[config.mk]
export PLATFORM = sky130hd
export DESIGN_NAME = svpd_pwm_lane
export DESIGN_NICKNAME = d
export VERILOG_FILES = /design/src/sv/svpd_pkg.sv /design/src/sv/svpd_pwm_lane.sv
export SDC_FILE = /design/constraint.sdc
export NUM_CORES = 1
export LEC_CHECK = 0
export ABC_AREA = 1
export BUFFER_PORTS_ARGS = -buffer_cell sky130_fd_sc_hd__buf_2
export CAP_MARGIN = 15
export CORE_MARGIN = 2
export CORE_UTILIZATION = 35
export DETAILED_ROUTE_END_ITERATION = 6
export HOLD_SLACK_MARGIN = 0.05
export SLEW_MARGIN = 20
export SYNTH_ARGS = -nofsm -noshare
export SYNTH_HDL_FRONTEND = slang
export SYNTH_SLANG_ARGS = --single-unit
[constraint.sdc]
create_clock -name clock -period 8.3 [get_ports clock]
set_input_delay 0.83 -clock clock [delete_from_list [all_inputs] [get_ports clock]]
set_output_delay 0.83 -clock clock [all_outputs]
set_load 0.03 [all_outputs]
[src/sv/svpd_pkg.sv]
// shared types, constants and sector tables of the space vector pwm duty block
`timescale 1ns / 1ps
`default_nettype none

package svpd_pkg;

   // widths of the internal values
   localparam int PWM_W = 17;           // saturated pwm value, signed
   localparam int PH_W  = 30;           // phase voltage, signed
   localparam int CSR_W = 31;           // widest register

   // pipeline depth of each part
   localparam int PWM_LAT   = 2;
   localparam int MERGE_LAT = 3;
   localparam int PHASE_LAT = 4;
   localparam int LATENCY   = PWM_LAT + MERGE_LAT + PHASE_LAT;

   // register indexes
   localparam logic CSR_SUPPLY_MV    = 1'b0;
   localparam logic CSR_SUPPLY_RECIP = 1'b1;

   // reset values of the registers
   localparam logic [15:0] SUPPLY_MV_RST    = 16'd24000;
   localparam logic [30:0] SUPPLY_RECIP_RST = 31'd89478;

   // pwm saturation bounds
   localparam int PWM_MAX = 4095 << 4;
   localparam int PWM_MIN = -(4096 << 4);

   // inverse clarke: alpha is scaled by 2048, and the beta path
   // ((b * 2048) >> 6) * 887 >> 4 is exact, i.e. b * 887 * 2
   localparam int ALPHA_SHIFT    = 11;
   localparam int SQRT3_HALF_Q10 = 887;
   localparam int BETA_GAIN      = SQRT3_HALF_Q10 * 2;

   // output scaling
   localparam int GAIN_Q7    = 153;
   localparam int MID_OFFSET = 1 << 27;
   localparam int FULL_SCALE = 8192 << 15;

   // phase selectors
   localparam logic [1:0] PH_A = 2'd0;
   localparam logic [1:0] PH_B = 2'd1;
   localparam logic [1:0] PH_C = 2'd2;

   typedef struct packed {
      logic [15:0] supply_mv;
      logic [30:0] supply_reciprocal;
   } cfg_type;

   typedef struct packed {
      logic signed [PH_W-1:0] ph_a;
      logic signed [PH_W-1:0] ph_b;
      logic signed [PH_W-1:0] ph_c;
      logic signed [PH_W-1:0] vcom;
   } phase_set_type;

   // lowest phase for a sector code; impossible codes pick phase a
   function automatic logic [1:0] low_sel(input logic [2:0] code);
      logic [1:0] sel;
      unique case (code)
         3'd1:    sel = PH_B;
         3'd2:    sel = PH_C;
         3'd3:    sel = PH_C;
         3'd5:    sel = PH_B;
         default: sel = PH_A;
      endcase
      return sel;
   endfunction

   // highest phase for a sector code; impossible codes pick phase a
   function automatic logic [1:0] high_sel(input logic [2:0] code);
      logic [1:0] sel;
      unique case (code)
         3'd2:    sel = PH_B;
         3'd4:    sel = PH_C;
         3'd5:    sel = PH_C;
         3'd6:    sel = PH_B;
         default: sel = PH_A;
      endcase
      return sel;
   endfunction

endpackage

`default_nettype wire

[src/sv/svpd_pwm_lane.sv]
// one axis lane: saturate at half supply and scale by the supply reciprocal
`timescale 1ns / 1ps
`default_nettype none

module svpd_pwm_lane
   import svpd_pkg::*;
(
   input  wire logic                    clock,
   input  wire cfg_type                 cfg,
   input  wire logic signed [PWM_W-1:0] volt_mv,
   output logic signed [PWM_W-1:0]      pwm
);

   localparam int PROD_W = PWM_W + 32;

   logic signed [PWM_W:0]    volt_ext;
   logic signed [PWM_W:0]    half_ext;
   logic                     sat_hi_in, sat_hi_ff;
   logic                     sat_lo_in, sat_lo_ff;
   logic signed [PROD_W-1:0] prod_in, prod_ff;
   logic signed [PROD_W-1:0] shifted;
   logic signed [PWM_W-1:0]  pwm_in, pwm_ff;

   // saturation test against half the supply
   assign volt_ext  = {volt_mv[PWM_W-1], volt_mv};
   assign half_ext  = $signed({3'b000, cfg.supply_mv[15:1]});
   assign sat_hi_in = volt_ext >= half_ext;
   assign sat_lo_in = volt_ext <= -half_ext;

   // reciprocal product
   assign prod_in = volt_mv * $signed({1'b0, cfg.supply_reciprocal});

   always_ff @(posedge clock) begin
      sat_hi_ff <= sat_hi_in;
      sat_lo_ff <= sat_lo_in;
      prod_ff   <= prod_in;
   end

   // floor shift and clamp to the pwm range
   assign shifted = prod_ff >>> 14;

   always_comb begin
      priority if (sat_hi_ff) begin
         pwm_in = PWM_W'(PWM_MAX);
      end else if (sat_lo_ff) begin
         pwm_in = PWM_W'(PWM_MIN);
      end else if (shifted > PWM_MAX) begin
         pwm_in = PWM_W'(PWM_MAX);
      end else if (shifted < PWM_MIN) begin
         pwm_in = PWM_W'(PWM_MIN);
      end else begin
         pwm_in = shifted[PWM_W-1:0];
      end
   end

   always_ff @(posedge clock) begin
      pwm_ff <= pwm_in;
   end

   assign pwm = pwm_ff;

endmodule

`default_nettype wire

==> key figures <==
Floorplanning
  • Die footprint: 0.06162 mm^2
  • Die Ht: 248.2 um
  • # rows: 89
  • # IOs: 82
  • Initial Utilization: 35.37%
  • Die Width: 248.2 um
  • Core region area: 0.05902 mm^2

STA
  • Final worst path period share: 78.83%
  • Final hold vios: 0
  • Slew Limit Fails: 0
  • Worst-margin pin slew: 898.7 ps
  • Clock skew: 4.759 ps
  • Max Clk Rate: 152.8 MHz
  • Post-route minimum period: 6543 ps
  • Unrepaired setup endpoints after global routing: no
  • Final setup fails: 0
  • Slew Limit Headroom: 40.09%
  • Setup_tns: 0 ps

Global route
  • Initial antenna violation count: 1
  • Met1 GRT Util: 23.82%
  • GRT met3 Usage: 1.261%
  • GR Util met2: 34.16%
  • Total track usage: 18.57%
  • Largest net degree at the start of global routing: 35
  • GRT overflow: 0
  • GRT Max-Usage Layer: met2
  • Vias in the first global route: 17,697
  • First-pass GRT wire length: 90,890 um

Clocking
  • Worst-path clk slew: 60 ps
  • CTS root buffer: clkbuf_16
  • CTS Buf Count: 5
  • Hold-fix buffers at CTS: 0
  • Clock buffer depth: 2
  • Clock insertion delay at the later pin of the skew report: 280 ps
  • TritonCTS Sinks: 54
  • Post-CTS Setup Inserts: 0
  • CTS tree: yes
  • H-Tree Depth: 2
  • Resize count post-CTS: 0

Placed design
  • Post-DP HPWL: 45,160 um
  • Input/output buffers: 80
  • Routability Congestion: 0.9107

Synth
  • Post-synthesis sequential area ratio: 5.178%
  • Post-synth EDFFs: 0
  • Seq cells post-synth: 54
  • Post-Syn Area: 0.02088 mm^2
  • Top cells by area in the synthesized netlist: fa_1 42%, inv_1 15%, nand2_1 13%, ha_1 11%, dfxtp_1 5.2%
  • Syn Nets: 3,495
  • Synth warn: 0
  • Cells after synthesis: 2,812
  • Share of the synthesized area in the top cell type: 41.52%
  • Commonest cells post-synth: 828 x inv_1, 729 x nand2_1, 433 x fa_1, 185 x ha_1, 136 x nor2_1
  • Library cells used by synthesis: 42
  • Leading area contributor after synthesis: fa_1
  • Syn avg cell area: 7.424 um^2
  • Top_reg_cell synth: dfxtp_1
  • Asr flop ratio synth: 0%
  • Count leader, synth: inv_1

Final layout
  • FILL cells: 6,293
  • Nets@finish: 3,476
  • Layout cells sized above 1: 5.084%
  • Multi-input logic area: 0.01622 mm^2
  • Diodes inserted: 0
  • Sequential standard cell area: 0.001081 mm^2
  • P&R area growth vs syn: 5.610%

Route
  • Avg Vias per Cell: 4.663
  • 1st-iter DRT viols: 931
  • First drt pass iteration count: 6
  • ANT nets after route: 0
  • Wire per inst: 15.16 um
  • Total Wirelength: 54,070 um
  • DR vias: 16,628
  • Drt drc: 0

Critical path
  • Arr. time, crit path: 6710 ps
  • Worst-path maximum fanout: 16
  • Critical Path Source Type: primary input
  • Worst EP required: 8470 ps
  • Worst setup EP type: register
  • CP Class: in2reg

Worst hold path
  • Hold/Removal Path Class: reg2reg

Status
  • Status: complete, no violations

Run
  • # Max-Cap Violations: 0
==> logic make-up after synthesis <==
| kind of cell | after synthesis | share of synthesized area, % |
|---|---|---|
| AO/OA/AOI/OAI | 144 | 3.872 |
| XOR/XNOR | 34 | 1.426 |
| buffers and inverters | 951 | 17.14 |
| AND/OR/NAND/NOR | 1011 | 19.77 |
| adder cells (fa/ha/maj) | 618 | 52.61 |
| flip-flops | 54 | 5.178 |
==> worst max-delay path: stages <==
cell	delay, ps
buf_2	100
inv_1	490
nor2_1	140
fa_1	560
inv_1	50
fa_1	520
inv_1	50
fa_1	510
fa_1	520
fa_1	550
inv_1	50
fa_1	550
inv_1	50
ha_1	380
a21oi_1	340
o21ai_0	200
a21oi_1	200
a21boi_0	340
nand3_1	130
nand2_1	70
nand2_1	50
==> sequential cells by signal (all words and copies together), names as in the netlist <==
signal     cells
prod_ff       35
pwm           17
sat_hi_ff      1
sat_lo_ff      1
==> path summary, 6_finish.rpt <==
check	startpoint	to	slack [ps]	depth (start not counted)
max	volt_mv[16]	prod_ff[38]$_DFF_P_	1760	21
min	prod_ff[14]$_DFF_P_	pwm[0]$_SDFF_PP0_	450	2
max reg2reg	prod_ff[44]$_DFF_P_	pwm[3]$_SDFF_PP0_	6560	7
min reg2reg	prod_ff[14]$_DFF_P_	pwm[0]$_SDFF_PP0_	450	2
==> cell usage in the layout (no fill, tap or decap), types with 11 or more instances in the layout <==
cell type	instances
inv_1	828
nand2_1	729
fa_1	433
ha_1	185
nor2_1	136
buf_2	80
a21oi_1	73
dfxtp_1	54
nand3_1	49
o21ai_0	39
nand4_1	31
xor2_1	30
nor3_1	18
buf_4	11
==> through the flow <==
step	cell area, um^2	utilization [%]	std cells	hold slack [ps]	worst slack, ps
3_5_place_dp	21880	37.07	3559	441.9	1507
2_1_floorplan	20880	-	2812	411.2	2275
3_3_place_gp	21880	37.07	3559	444.4	1480
6_report	22050	37.36	3566	447.9	1757
4_1_cts	22050	37.36	3566	452.1	1790
5_1_grt	22050	37.36	3566	491.6	1435
==> layer usage <==
layer  wire (um)  up-vias
met2       27040      398
met4        1119        2
li1            -     7970
met5          13        -
met1       23540     8203
met3        2354       55
==> area by class of cell <==
type                    instances  share of cell area, %
multi-input cells            1807                  73.55
clock inverters                 1                 0.1362
well taps                     773                  4.387
flip-flops and latches         54                  4.903
clock buffers                   6                 0.6299
inverters                     834                  14.20
repair buffers                 91                  2.191
Power is left out: the tool's default activity adds up to more than one toggle a clock period on the data nets, which glitch-free logic cannot reach.
