$ cat src/sv/svpd_pkg.sv
// shared types, constants and sector tables of the space vector pwm duty block
`timescale 1ns / 1ps
`default_nettype none

package svpd_pkg;

   // widths of the internal values
   localparam int PWM_W = 17;           // saturated pwm value, signed
   localparam int PH_W  = 30;           // phase voltage, signed
   localparam int CSR_W = 31;           // widest register

   // pipeline depth of each part
   localparam int PWM_LAT   = 2;
   localparam int MERGE_LAT = 3;
   localparam int PHASE_LAT = 4;
   localparam int LATENCY   = PWM_LAT + MERGE_LAT + PHASE_LAT;

   // register indexes
   localparam logic CSR_SUPPLY_MV    = 1'b0;
   localparam logic CSR_SUPPLY_RECIP = 1'b1;

   // reset values of the registers
   localparam logic [15:0] SUPPLY_MV_RST    = 16'd24000;
   localparam logic [30:0] SUPPLY_RECIP_RST = 31'd89478;

   // pwm saturation bounds
   localparam int PWM_MAX = 4095 << 4;
   localparam int PWM_MIN = -(4096 << 4);

   // inverse clarke: alpha is scaled by 2048, and the beta path
   // ((b * 2048) >> 6) * 887 >> 4 is exact, i.e. b * 887 * 2
   localparam int ALPHA_SHIFT    = 11;
   localparam int SQRT3_HALF_Q10 = 887;
   localparam int BETA_GAIN      = SQRT3_HALF_Q10 * 2;

   // output scaling
   localparam int GAIN_Q7    = 153;
   localparam int MID_OFFSET = 1 << 27;
   localparam int FULL_SCALE = 8192 << 15;

   // phase selectors
   localparam logic [1:0] PH_A = 2'd0;
   localparam logic [1:0] PH_B = 2'd1;
   localparam logic [1:0] PH_C = 2'd2;

   typedef struct packed {
      logic [15:0] supply_mv;
      logic [30:0] supply_reciprocal;
   } cfg_type;

   typedef struct packed {
      logic signed [PH_W-1:0] ph_a;
      logic signed [PH_W-1:0] ph_b;
      logic signed [PH_W-1:0] ph_c;
      logic signed [PH_W-1:0] vcom;
   } phase_set_type;

   // lowest phase for a sector code; impossible codes pick phase a
   function automatic logic [1:0] low_sel(input logic [2:0] code);
      logic [1:0] sel;
      unique case (code)
         3'd1:    sel = PH_B;
         3'd2:    sel = PH_C;
         3'd3:    sel = PH_C;
         3'd5:    sel = PH_B;
         default: sel = PH_A;
      endcase
      return sel;
   endfunction

   // highest phase for a sector code; impossible codes pick phase a
   function automatic logic [1:0] high_sel(input logic [2:0] code);
      logic [1:0] sel;
      unique case (code)
         3'd2:    sel = PH_B;
         3'd4:    sel = PH_C;
         3'd5:    sel = PH_C;
         3'd6:    sel = PH_B;
         default: sel = PH_A;
      endcase
      return sel;
   endfunction

endpackage

`default_nettype wire

$ cat src/sv/svpd_phase_lane.sv
// one phase lane: remove common mode, scale, clamp and form the compare value
`timescale 1ns / 1ps
`default_nettype none

module svpd_phase_lane
   import svpd_pkg::*;
#(
   parameter int PWM_PERIOD = 1004
) (
   input  wire logic                   clock,
   input  wire logic signed [PH_W-1:0] ph,
   input  wire logic signed [PH_W-1:0] vcom,
   output logic [9:0]                  compare
);

   localparam int PERIOD_W = $clog2(PWM_PERIOD + 1);
   localparam int LEVEL_W  = 29;
   localparam int PROD_W   = (LEVEL_W - 10) + PERIOD_W;
   localparam int DUTY_W   = PROD_W - 18;
   localparam logic [PERIOD_W-1:0] PERIOD = PERIOD_W'(PWM_PERIOD);

   logic signed [PH_W:0]      diff;
   logic signed [32:0]        scaled_in, scaled_ff;
   logic signed [33:0]        biased;
   logic [LEVEL_W-1:0]        level_in, level_ff;
   logic [PROD_W-1:0]         prod_ff;
   logic [DUTY_W-1:0]         duty;
   logic [16:0]               cmp_full;
   logic [9:0]                compare_ff;

   // phase minus common mode, floored by 128, times the gain
   assign diff      = {ph[PH_W-1], ph} - {vcom[PH_W-1], vcom};
   assign scaled_in = $signed(diff[PH_W:7]) * $signed(9'(GAIN_Q7));

   always_ff @(posedge clock) begin
      scaled_ff <= scaled_in;
   end

   // offset to unsigned and clamp to full scale
   assign biased = {scaled_ff[32], scaled_ff} + 34'(MID_OFFSET);

   always_comb begin
      priority if (biased > FULL_SCALE) begin
         level_in = LEVEL_W'(FULL_SCALE);
      end else if (biased < 0) begin
         level_in = '0;
      end else begin
         level_in = biased[LEVEL_W-1:0];
      end
   end

   always_ff @(posedge clock) begin
      level_ff <= level_in;
   end

   // duty in timer ticks
   always_ff @(posedge clock) begin
      prod_ff <= level_ff[LEVEL_W-1:10] * PERIOD;
   end

   // center-aligned compare is period minus duty
   assign duty     = prod_ff[PROD_W-1:18];
   assign cmp_full = 17'(PWM_PERIOD) - 17'(duty);

   always_ff @(posedge clock) begin
      compare_ff <= cmp_full[9:0];
   end

   assign compare = compare_ff;

endmodule

`default_nettype wire

$ cat config.mk
export PLATFORM = sky130hd
export DESIGN_NAME = svpd_phase_lane
export DESIGN_NICKNAME = d
export VERILOG_FILES = /design/src/sv/svpd_pkg.sv /design/src/sv/svpd_phase_lane.sv
export SDC_FILE = /design/constraint.sdc
export NUM_CORES = 1
export LEC_CHECK = 0
export BUFFER_PORTS_ARGS = -buffer_cell sky130_fd_sc_hd__buf_2
export CORE_UTILIZATION = 45
export DETAILED_ROUTE_END_ITERATION = 7
export PLACE_DENSITY = 0.66
export SYNTH_ARGS = -nofsm -noshare
export SYNTH_HDL_FRONTEND = slang
export SYNTH_SLANG_ARGS = --single-unit
$ cat constraint.sdc
create_clock -name clock -period 5.87 [get_ports clock]
set_input_delay 0.2935 -clock clock [delete_from_list [all_inputs] [get_ports clock]]
set_output_delay 0.2935 -clock clock [all_outputs]
set_load 0.01 [all_outputs]
==> run_results.csv <==
group,metric,value,unit
status,outcome,"completed",
synth,synth_cells,947,
synth,synth_edf_count,0,
grt,grt_use_total,0.1679,
grt,grt_pass1_vias,6964,
cells_and_area,multi_input_area,7705,um2
synth,syn_nets,1319,
synth,ys_seq_area_frac,0.1534,
grt,grt_overflow,0,
synth,ys_seq_elements,72,
route,drt_iter0_markers,121,
die,start_util,0.4614,
setup_path,critPathCaptureType,"flip-flop",
route,ant_nets,0,
cells_and_area,synthToLayoutAreaGrowth,25.15,%
synth,ys_warn_count,0,
cells_and_area,n_fill_cell,1726,
synth,synth_async_sr_flop_share,0,
sta,slew_headroom,0.4234,
cells_and_area,final_area,11760,um2
sta,post-route-period-util,0.9787,
die,fp.dieH,146.5,um
placement,placed_area,10980,um2
cells_and_area,final_util,0.5775,
route,first_pass_iters,4,
grt,grt_first_pass_wirelength,29990,um
route,totalWireLength,17400,um
synth,netlist_area,9397,um2
route,viasPerCell,4.798,
grt,antenna_found_initial,0,
cells_and_area,num-nets-final,1520,
cells_and_area,final-seq-area,1441,um2
clock_network,cts_buffer_depth,2,
clock_network,ctsHtreeMaxLevel,3,
die,coreArea,20360,um2
job,cap_violations,0,
worst_hold_path,worstHoldPathType,"reg2reg",
sta,fin_skew,9.379,ps
synth,synth_cell_type_count,60,
clock_network,root_buffer,"clkbuf_16",
die,pin_count,71,
clock_network,cts.sink_count,72,
clock_network,clock_latency,340,ps
route,vias,6828,
clock_network,hold_buffers,0,
placement,port_buffers,70,
die,die-area,21460,um2
synth,synthFlopType,"dfxtp_1",
setup_path,cp_max_fo,5,
grt,grt_max_degree,19,
setup_path,cp.required,6090,ps
placement,hpwl,14950,um
route,drc,0,
setup_path,critPathKind,"in2reg",
setup_path,start_kind,"primary input",
cells_and_area,antenna-diode-count,0,
clock_network,cts_tree,"built",
clock_network,cts.clk_slew.worst_paths,50,ps
clock_network,cts_buffers,9,
route,drt-wirelength-per-cell,12.23,um
cells_and_area,drive_gt1_frac,0.2368,
die,rows,52,
setup_path,arrival,5960,ps
sta,setup_viol,0,
die,die_w,146.5,um
sta,final.min_clock_period,5745,ps
synth,avgSynthCellArea,9.922,um2
sta,hold_viol_final,0,
sta,slew_viol_final,0,
sta,worst_pin_slew,864.8,ps
placement,gp_congestion,0.8323,
sta,fmax,174.1,MHz
==> layout by cell type (no fill, tap or decap), types with 11 or more instances in the layout <==
master   instances
inv_1          179
ha_1           165
fa_1           126
buf_4          123
dfxtp_1         72
buf_2           70
a21oi_1         40
nor2_1          36
xnor2_1         32
nand2_1         26
a21o_1          22
xor2_1          22
and2_1          21
o21ai_0         18
ha_4            16
nor3_1          15
nor2b_1         13
o21a_1          12
nand4_1         11
==> cell type report <==
cell class	instances	area share
Sequential cell	72	0.1226
Clock buffer	9	0.01915
Inverter	179	0.05713
Timing Repair Buffer	194	0.1093
Clock inverter	7	0.007980
Tap cell	270	0.02873
Multi-Input combinational cell	692	0.6552
==> worst max-delay path, cell delays in order <==
cell      delay (ps)
buf_2             90
inv_1             80
ha_4             200
a21o_1           150
a21o_1           180
a22oi_4          230
a211oi_2         120
o21ai_2          210
a21oi_2           90
o31a_1           370
o2111a_1         290
or3_4            390
ha_1             340
ha_4             250
fa_1             520
inv_1             50
fa_1             520
inv_1             60
ha_4             250
nor2b_1          140
or4_1            400
a31oi_1          170
or3_4            170
o21bai_1          60
a211oi_1         220
nor2_1            70
==> metrics by stage <==
step / hold slack (ps) / setup WS (ps) / instances / setup TNS, ps
final: 369.9 / 125.2 / 1423 / 0
after global routing: 383.2 / -124.9 / 1423 / -183.5
after CTS: 379.4 / 33.10 / 1416 / 0
after detailed placement: 368.0 / -379.1 / 1400 / -2712
after global placement: 343.5 / -292.0 / 1400 / -1697
after floorplan: 330.8 / 21.50 / 947 / 0
==> state kept, by name, indices dropped and copies added (netlist names) <==
name	count
prod_ff	10
compare	10
scaled_ff	33
level_ff	19
==> kinds of logic (layout without fill, tap and decap cells) <==
kind of cell,Yosys count,in the layout,synth area share
AND/OR/NAND/NOR,171,171,0.09561
buffers and inverters,183,389,0.07310
flip-flops,72,72,0.1534
AO/OA/AOI/OAI,152,152,0.1091
XOR/XNOR,58,58,0.05406
adder cells (fa/ha/maj),311,311,0.5148
==> routing by layer <==
layer,track usage,vias up,share of wire
met5,0,-,0
met4,0.04583,0,0.014
met3,0.01594,20,0.018
met2,0.2981,93,0.50
met1,0.2173,3164,0.47
li1,-,3551,-
==> cells in the mapped netlist, types with 4 or more instances <==
library cell | number | area [um2]
a211oi_1 | 4 | 30.03
a21boi_0 | 4 | 30.03
a21o_1 | 22 | 165.2
a21oi_1 | 45 | 225.2
a31oi_1 | 6 | 37.54
and2_1 | 21 | 131.4
and3_1 | 4 | 25.02
clkbuf_1 | 4 | 15.01
dfxtp_1 | 72 | 1441
fa_1 | 126 | 2522
ha_1 | 185 | 2315
inv_1 | 179 | 671.9
nand2_1 | 26 | 97.59
nand2b_1 | 7 | 43.79
nand3_1 | 11 | 55.05
nand4_1 | 11 | 68.82
nor2_1 | 41 | 153.9
nor2b_1 | 13 | 81.33
nor3_1 | 16 | 80.08
nor4_1 | 8 | 50.05
o21a_1 | 12 | 90.09
o21ai_0 | 20 | 100.1
o21ai_1 | 4 | 20.02
o21bai_1 | 5 | 37.54
xnor2_1 | 35 | 306.5
xor2_1 | 23 | 201.4
==> repair_timing <==
item | CTS | global route
setup buffers | 0 | 7
cloned | 0 | 0
pin swaps | 0 | 37
endpoints found under the setup margin | 2 | 10
resized for setup | 4 | 55
==> path summary, 6_finish.rpt <==
check,startpoint,to,slack (ps),depth (start not counted)
worst min-delay path,prod_ff[18],compare[0],370,0
worst max register to register,level_ff[15],prod_ff[27],1070,14
worst max-delay path,vcom[4],scaled_ff[29],130,26
worst min register to register,prod_ff[18],compare[0],370,0
Power is left out: the tool's default activity adds up to more than one toggle a clock period on the data nets, which glitch-free logic cannot reach.
