===== src/sv/svpd_pkg.sv =====
// shared types, constants and sector tables of the space vector pwm duty block
`timescale 1ns / 1ps
`default_nettype none

package svpd_pkg;

   // widths of the internal values
   localparam int PWM_W = 17;           // saturated pwm value, signed
   localparam int PH_W  = 30;           // phase voltage, signed
   localparam int CSR_W = 31;           // widest register

   // pipeline depth of each part
   localparam int PWM_LAT   = 2;
   localparam int MERGE_LAT = 3;
   localparam int PHASE_LAT = 4;
   localparam int LATENCY   = PWM_LAT + MERGE_LAT + PHASE_LAT;

   // register indexes
   localparam logic CSR_SUPPLY_MV    = 1'b0;
   localparam logic CSR_SUPPLY_RECIP = 1'b1;

   // reset values of the registers
   localparam logic [15:0] SUPPLY_MV_RST    = 16'd24000;
   localparam logic [30:0] SUPPLY_RECIP_RST = 31'd89478;

   // pwm saturation bounds
   localparam int PWM_MAX = 4095 << 4;
   localparam int PWM_MIN = -(4096 << 4);

   // inverse clarke: alpha is scaled by 2048, and the beta path
   // ((b * 2048) >> 6) * 887 >> 4 is exact, i.e. b * 887 * 2
   localparam int ALPHA_SHIFT    = 11;
   localparam int SQRT3_HALF_Q10 = 887;
   localparam int BETA_GAIN      = SQRT3_HALF_Q10 * 2;

   // output scaling
   localparam int GAIN_Q7    = 153;
   localparam int MID_OFFSET = 1 << 27;
   localparam int FULL_SCALE = 8192 << 15;

   // phase selectors
   localparam logic [1:0] PH_A = 2'd0;
   localparam logic [1:0] PH_B = 2'd1;
   localparam logic [1:0] PH_C = 2'd2;

   typedef struct packed {
      logic [15:0] supply_mv;
      logic [30:0] supply_reciprocal;
   } cfg_type;

   typedef struct packed {
      logic signed [PH_W-1:0] ph_a;
      logic signed [PH_W-1:0] ph_b;
      logic signed [PH_W-1:0] ph_c;
      logic signed [PH_W-1:0] vcom;
   } phase_set_type;

   // lowest phase for a sector code; impossible codes pick phase a
   function automatic logic [1:0] low_sel(input logic [2:0] code);
      logic [1:0] sel;
      unique case (code)
         3'd1:    sel = PH_B;
         3'd2:    sel = PH_C;
         3'd3:    sel = PH_C;
         3'd5:    sel = PH_B;
         default: sel = PH_A;
      endcase
      return sel;
   endfunction

   // highest phase for a sector code; impossible codes pick phase a
   function automatic logic [1:0] high_sel(input logic [2:0] code);
      logic [1:0] sel;
      unique case (code)
         3'd2:    sel = PH_B;
         3'd4:    sel = PH_C;
         3'd5:    sel = PH_C;
         3'd6:    sel = PH_B;
         default: sel = PH_A;
      endcase
      return sel;
   endfunction

endpackage

`default_nettype wire


===== src/sv/svpd_merge.sv =====
// inverse clarke transform and min-max common mode of the three phases
`timescale 1ns / 1ps
`default_nettype none

module svpd_merge
   import svpd_pkg::*;
(
   input  wire logic                    clock,
   input  wire logic signed [PWM_W-1:0] pwm_alpha,
   input  wire logic signed [PWM_W-1:0] pwm_beta,
   output phase_set_type                phases
);

   localparam logic signed [11:0] BETA_K = 12'(BETA_GAIN);

   logic signed [PH_W-1:0] alpha_in, alpha_ff;
   logic signed [PH_W-1:0] neg_half_in, neg_half_ff;
   logic signed [PH_W-1:0] beta_term_in, beta_term_ff;
   logic signed [PH_W-1:0] ph_a_ff, ph_b_ff, ph_c_ff;
   logic [2:0]             code;
   logic signed [PH_W-1:0] ph_lo, ph_hi;
   logic signed [PH_W:0]   mid_sum;
   phase_set_type          phases_in, phases_ff;

   // scaled alpha, minus half alpha, and the beta term
   assign alpha_in     = $signed({{(PH_W-PWM_W-ALPHA_SHIFT){pwm_alpha[PWM_W-1]}},
                                  pwm_alpha, {ALPHA_SHIFT{1'b0}}});
   assign neg_half_in  = -$signed({{(PH_W-PWM_W-ALPHA_SHIFT+1){pwm_alpha[PWM_W-1]}},
                                   pwm_alpha, {(ALPHA_SHIFT-1){1'b0}}});
   assign beta_term_in = pwm_beta * BETA_K;

   always_ff @(posedge clock) begin
      alpha_ff     <= alpha_in;
      neg_half_ff  <= neg_half_in;
      beta_term_ff <= beta_term_in;
   end

   // phase voltages
   always_ff @(posedge clock) begin
      ph_a_ff <= alpha_ff;
      ph_b_ff <= neg_half_ff + beta_term_ff;
      ph_c_ff <= neg_half_ff - beta_term_ff;
   end

   // sector code and extreme phases
   assign code = {ph_c_ff > ph_a_ff, ph_b_ff >= ph_c_ff, ph_a_ff >= ph_b_ff};

   always_comb begin
      unique case (low_sel(code))
         PH_B:    ph_lo = ph_b_ff;
         PH_C:    ph_lo = ph_c_ff;
         default: ph_lo = ph_a_ff;
      endcase
      unique case (high_sel(code))
         PH_B:    ph_hi = ph_b_ff;
         PH_C:    ph_hi = ph_c_ff;
         default: ph_hi = ph_a_ff;
      endcase
   end

   // common mode is the floored midpoint
   assign mid_sum = {ph_lo[PH_W-1], ph_lo} + {ph_hi[PH_W-1], ph_hi};

   always_comb begin
      phases_in.ph_a = ph_a_ff;
      phases_in.ph_b = ph_b_ff;
      phases_in.ph_c = ph_c_ff;
      phases_in.vcom = mid_sum[PH_W:1];
   end

   always_ff @(posedge clock) begin
      phases_ff <= phases_in;
   end

   assign phases = phases_ff;

endmodule

`default_nettype wire


===== config.mk =====
export PLATFORM = sky130hd
export DESIGN_NAME = svpd_merge
export DESIGN_NICKNAME = d
export VERILOG_FILES = /design/src/sv/svpd_pkg.sv /design/src/sv/svpd_merge.sv
export SDC_FILE = /design/constraint.sdc
export NUM_CORES = 1
export LEC_CHECK = 0
export ABC_CLOCK_PERIOD_IN_PS = 10400
export BUFFER_PORTS_ARGS = -buffer_cell sky130_fd_sc_hd__buf_2
export CAP_MARGIN = 20
export CORE_AREA = 2 2 217 219
export DETAILED_ROUTE_END_ITERATION = 10
export DIE_AREA = 0 0 219 221
export PLACE_DENSITY = 0.58
export SLEW_MARGIN = 20
export SYNTH_ARGS = -nofsm -noshare
export SYNTH_HDL_FRONTEND = slang
export SYNTH_SLANG_ARGS = --single-unit

===== constraint.sdc =====
create_clock -name clock -period 10.4 [get_ports clock]
set_clock_uncertainty 0.15 [all_clocks]
set_input_delay 2.6 -clock clock [delete_from_list [all_inputs] [get_ports clock]]
set_output_delay 2.6 -clock clock [all_outputs]
set_load 0.01 [all_outputs]

==> metrics.md <==
| Metric | Value |
|---|---|
| Initial Util | roughly a third |
| Total GRT Usage | 15.9% |
| Vias in the first global route | 12.1k |
| Syn-to-layout area delta | 12.9% |
| Register-to-register setup slack | 4.12 ns |
| Routed Antenna Nets | 0 |
| Main combinational cell family by area after synthesis | adder cells |
| TritonCTS Sinks | 242 |
| Multi-input logic area | 9820 sq um |
| RSZ-0062 raised after global routing | no |
| CTS tree | done |
| # IOs | between 150 and 200 |
| Critical Path Start | pwm_beta[6] |
| # nets final | ~2.2k |
| Required time of the critical path | 10.66 ns |
| Clk slew on worst S/H paths | about 0.06 ns |
| # rows | 79 |
| Layout cells sized above 1 | 11.5% |
| TNS Setup | 0 ns |
| Via-to-Cell Ratio | slightly below 5 |
| Setup slack after layout | 3.00 ns |
| Worst slack at placement | 2.47 ns |
| Worst Tran Pin Value | 1.09 ns |
| Root Buffer | clkbuf_16 |
| Post_cts resized | 0 |
| Routed Wire Length | 38800 microns |
| Worst-skew pair later-pin latency | 0.53 ns |
| WP data arrival | 7.66 ns |
| Via count | 11.9k |
| Htree depth | 1 |
| Detail Placement HPWL | 32700 microns |
| Hold Path Class | reg2reg |
| Status | completed |
| Placer Congestion | 0.877 |
| Fin. Hold Viols | 0 |
| Synth Register Bits | between 200 and 250 |
| Slew Limit Headroom | 26.9% |
| Hold-fix buffer count after cts | 0 |
| Mapped cell area | roughly 16000 sq um |
| Seq/Total Area, Yosys | 30.3% |
| Routed length per instance | 16.0 microns |
| Synth unique cells | 72 |
| CP startpoint kind | input port |
| Max_cap viols | 0 |
| Die ar. | roughly 48000 sq um |
| Tmin final | between 7 and 8 ns |
| Sequential cell area | just under 5000 sq um |
| Post-Synth Simple-Gate Area | 10.6% |
| Critical path type | in2reg |
| TritonCTS Buffers | 25 |
| Fillers | about 4.7k |
| Starting DRC count in detailed routing | 520 |
| F_max | about 0.14 GHz |
| Avg Synthesized Cell Area | 9.54 sq um |
| Final core occ | 39.2% |
| Cells after synthesis | roughly 1.7k |
| Critical path fanouts, max | 8 |
| Worst hold start | alpha_ff[13] |
| Pin count of the biggest net entering global routing | 29 |
| Crit. End Element | flip-flop |
| PortBufs | 141 |
| Synth Warn # | 0 |
| Main synth FF type | dfxtp_1 |
| GR Overflow Total | 0 |
| First-pass DRT Iterations | 5 |
| R2r startpoint | ph_a_ff[12] |
| CTS max path bufs | 3 |
| Slew Limit Fails | 0 |
| Multiplexer share of the synthesized area | 0.219% |
| Final period utilization | a little under three quarters |
| Compound-Gate Fraction of Synth Area | 14.9% |
| Die Wd | 219 microns |
| Number of synthesized flops with an enable pin | 0 |
| Core Area | 46100 sq um |
| WHS | 0.175 ns |
| Adder-cell share of the synthesized area | 29.9% |
| Postcts setup bufs | 0 |
| Initial antenna violation count | 2 |
| Global-route wire length before repair | 62500 microns |
| Finish-stage setup viols | 0 |
| Xor and xnor area share after synthesis | 5.47% |
| Async S/R FF share, synth | 0% |
| Die Y | 221 microns |
| DRC viols | 0 |
==> layout by cell type (no fill, tap or decap), types with 6 or more instances in the layout <==
cell type / n
o21ai_0: 50
a22o_1: 18
fa_1: 97
and2_1: 10
and3_1: 10
o21a_1: 10
xnor2_1: 70
inv_1: 286
o31a_1: 7
nor2b_1: 18
o31ai_1: 7
or2_2: 11
nand2b_1: 10
a221oi_1: 40
clkbuf_16: 25
a31oi_1: 12
a211oi_1: 7
dfxtp_1: 242
a21oi_1: 85
ha_1: 227
nor3_1: 64
conb_1: 13
nor4_1: 12
a21o_1: 42
nand2_1: 49
buf_2: 141
xor2_1: 30
nand3_1: 21
o211ai_1: 8
nand4_1: 17
nor2_1: 73
o21bai_1: 6
or3_1: 10
==> worst max-delay path: stages <==
cell	delay [ns]
buf_2	0.15
ha_1	0.30
inv_1	0.08
fa_1	0.53
inv_1	0.05
fa_1	0.51
fa_1	0.52
fa_1	0.50
ha_1	0.41
and4_1	0.27
and2_1	0.19
o31a_1	0.30
a2111oi_0	0.72
or3_1	0.26
o21ai_0	0.11
xor2_1	0.16
==> state kept, by name, summed over array words and instances, names as in the netlist <==
name,count
phases,104
ph_c_ff,29
beta_term_ff,28
ph_b_ff,28
neg_half_ff,20
ph_a_ff,17
alpha_ff,16
==> cell usage after synthesis (17+ instances only) <==
master,count,area share (%)
nand2_1,49,1.1
fa_1,97,12
buf_4,17,0.80
nand4_1,17,0.66
nor3_1,64,2.0
nor2_1,73,1.7
xor2_1,30,1.6
dfxtp_1,242,30
a221oi_1,40,2.2
nand3_1,21,0.66
a21oi_1,85,2.7
clkbuf_1,24,0.56
a21o_1,42,2.0
ha_1,227,18
a22o_1,18,0.99
xnor2_1,70,3.8
inv_1,286,6.7
nor2b_1,18,0.70
o21ai_0,50,1.6
==> metal layers <==
layer  track usage [%]  share of wire (%)
met2              27.3                 47
met1              21.0                 46
met5                 0              0.026
met3              1.80                4.4
met4              4.49                2.4
==> cell type report <==
type                    instances  share of cell area (%)
multi-input cells            1108                    54.3
flip-flops and latches        242                    26.8
inverters                     286                    5.94
well taps                     607                    4.20
repair buffers                146                    4.11
clock buffers                  32                    3.72
clock inverters                11                   0.859
diodes                          2                  0.0277
==> final timing paths <==
check                                   endpoint  depth (start not counted)
worst max-delay path            beta_term_ff[24]                         16
worst max register to register        phases[29]                         19
worst min-delay path                 ph_a_ff[13]                          0
worst min register to register       ph_a_ff[13]                          0
==> per-stage QoR <==
step / cells / cell area, sq um
finish: 2434 / 18100
floorplan: 1689 / 16000
CTS: 2432 / 18100
global route: 2432 / 18100
global placement: 2389 / 17200
detailed placement: 2389 / 17200
==> logic make-up after synthesis <==
logic type	after synthesis
other	1
buffers and inverters	339
adder cells (fa/ha/maj)	324
AND/OR/NAND/NOR	329
flip-flops	242
XOR/XNOR	100
multiplexers	3
AO/OA/AOI/OAI	339
Power is left out: the tool's default activity adds up to more than one toggle a clock period on the data nets, which glitch-free logic cannot reach.
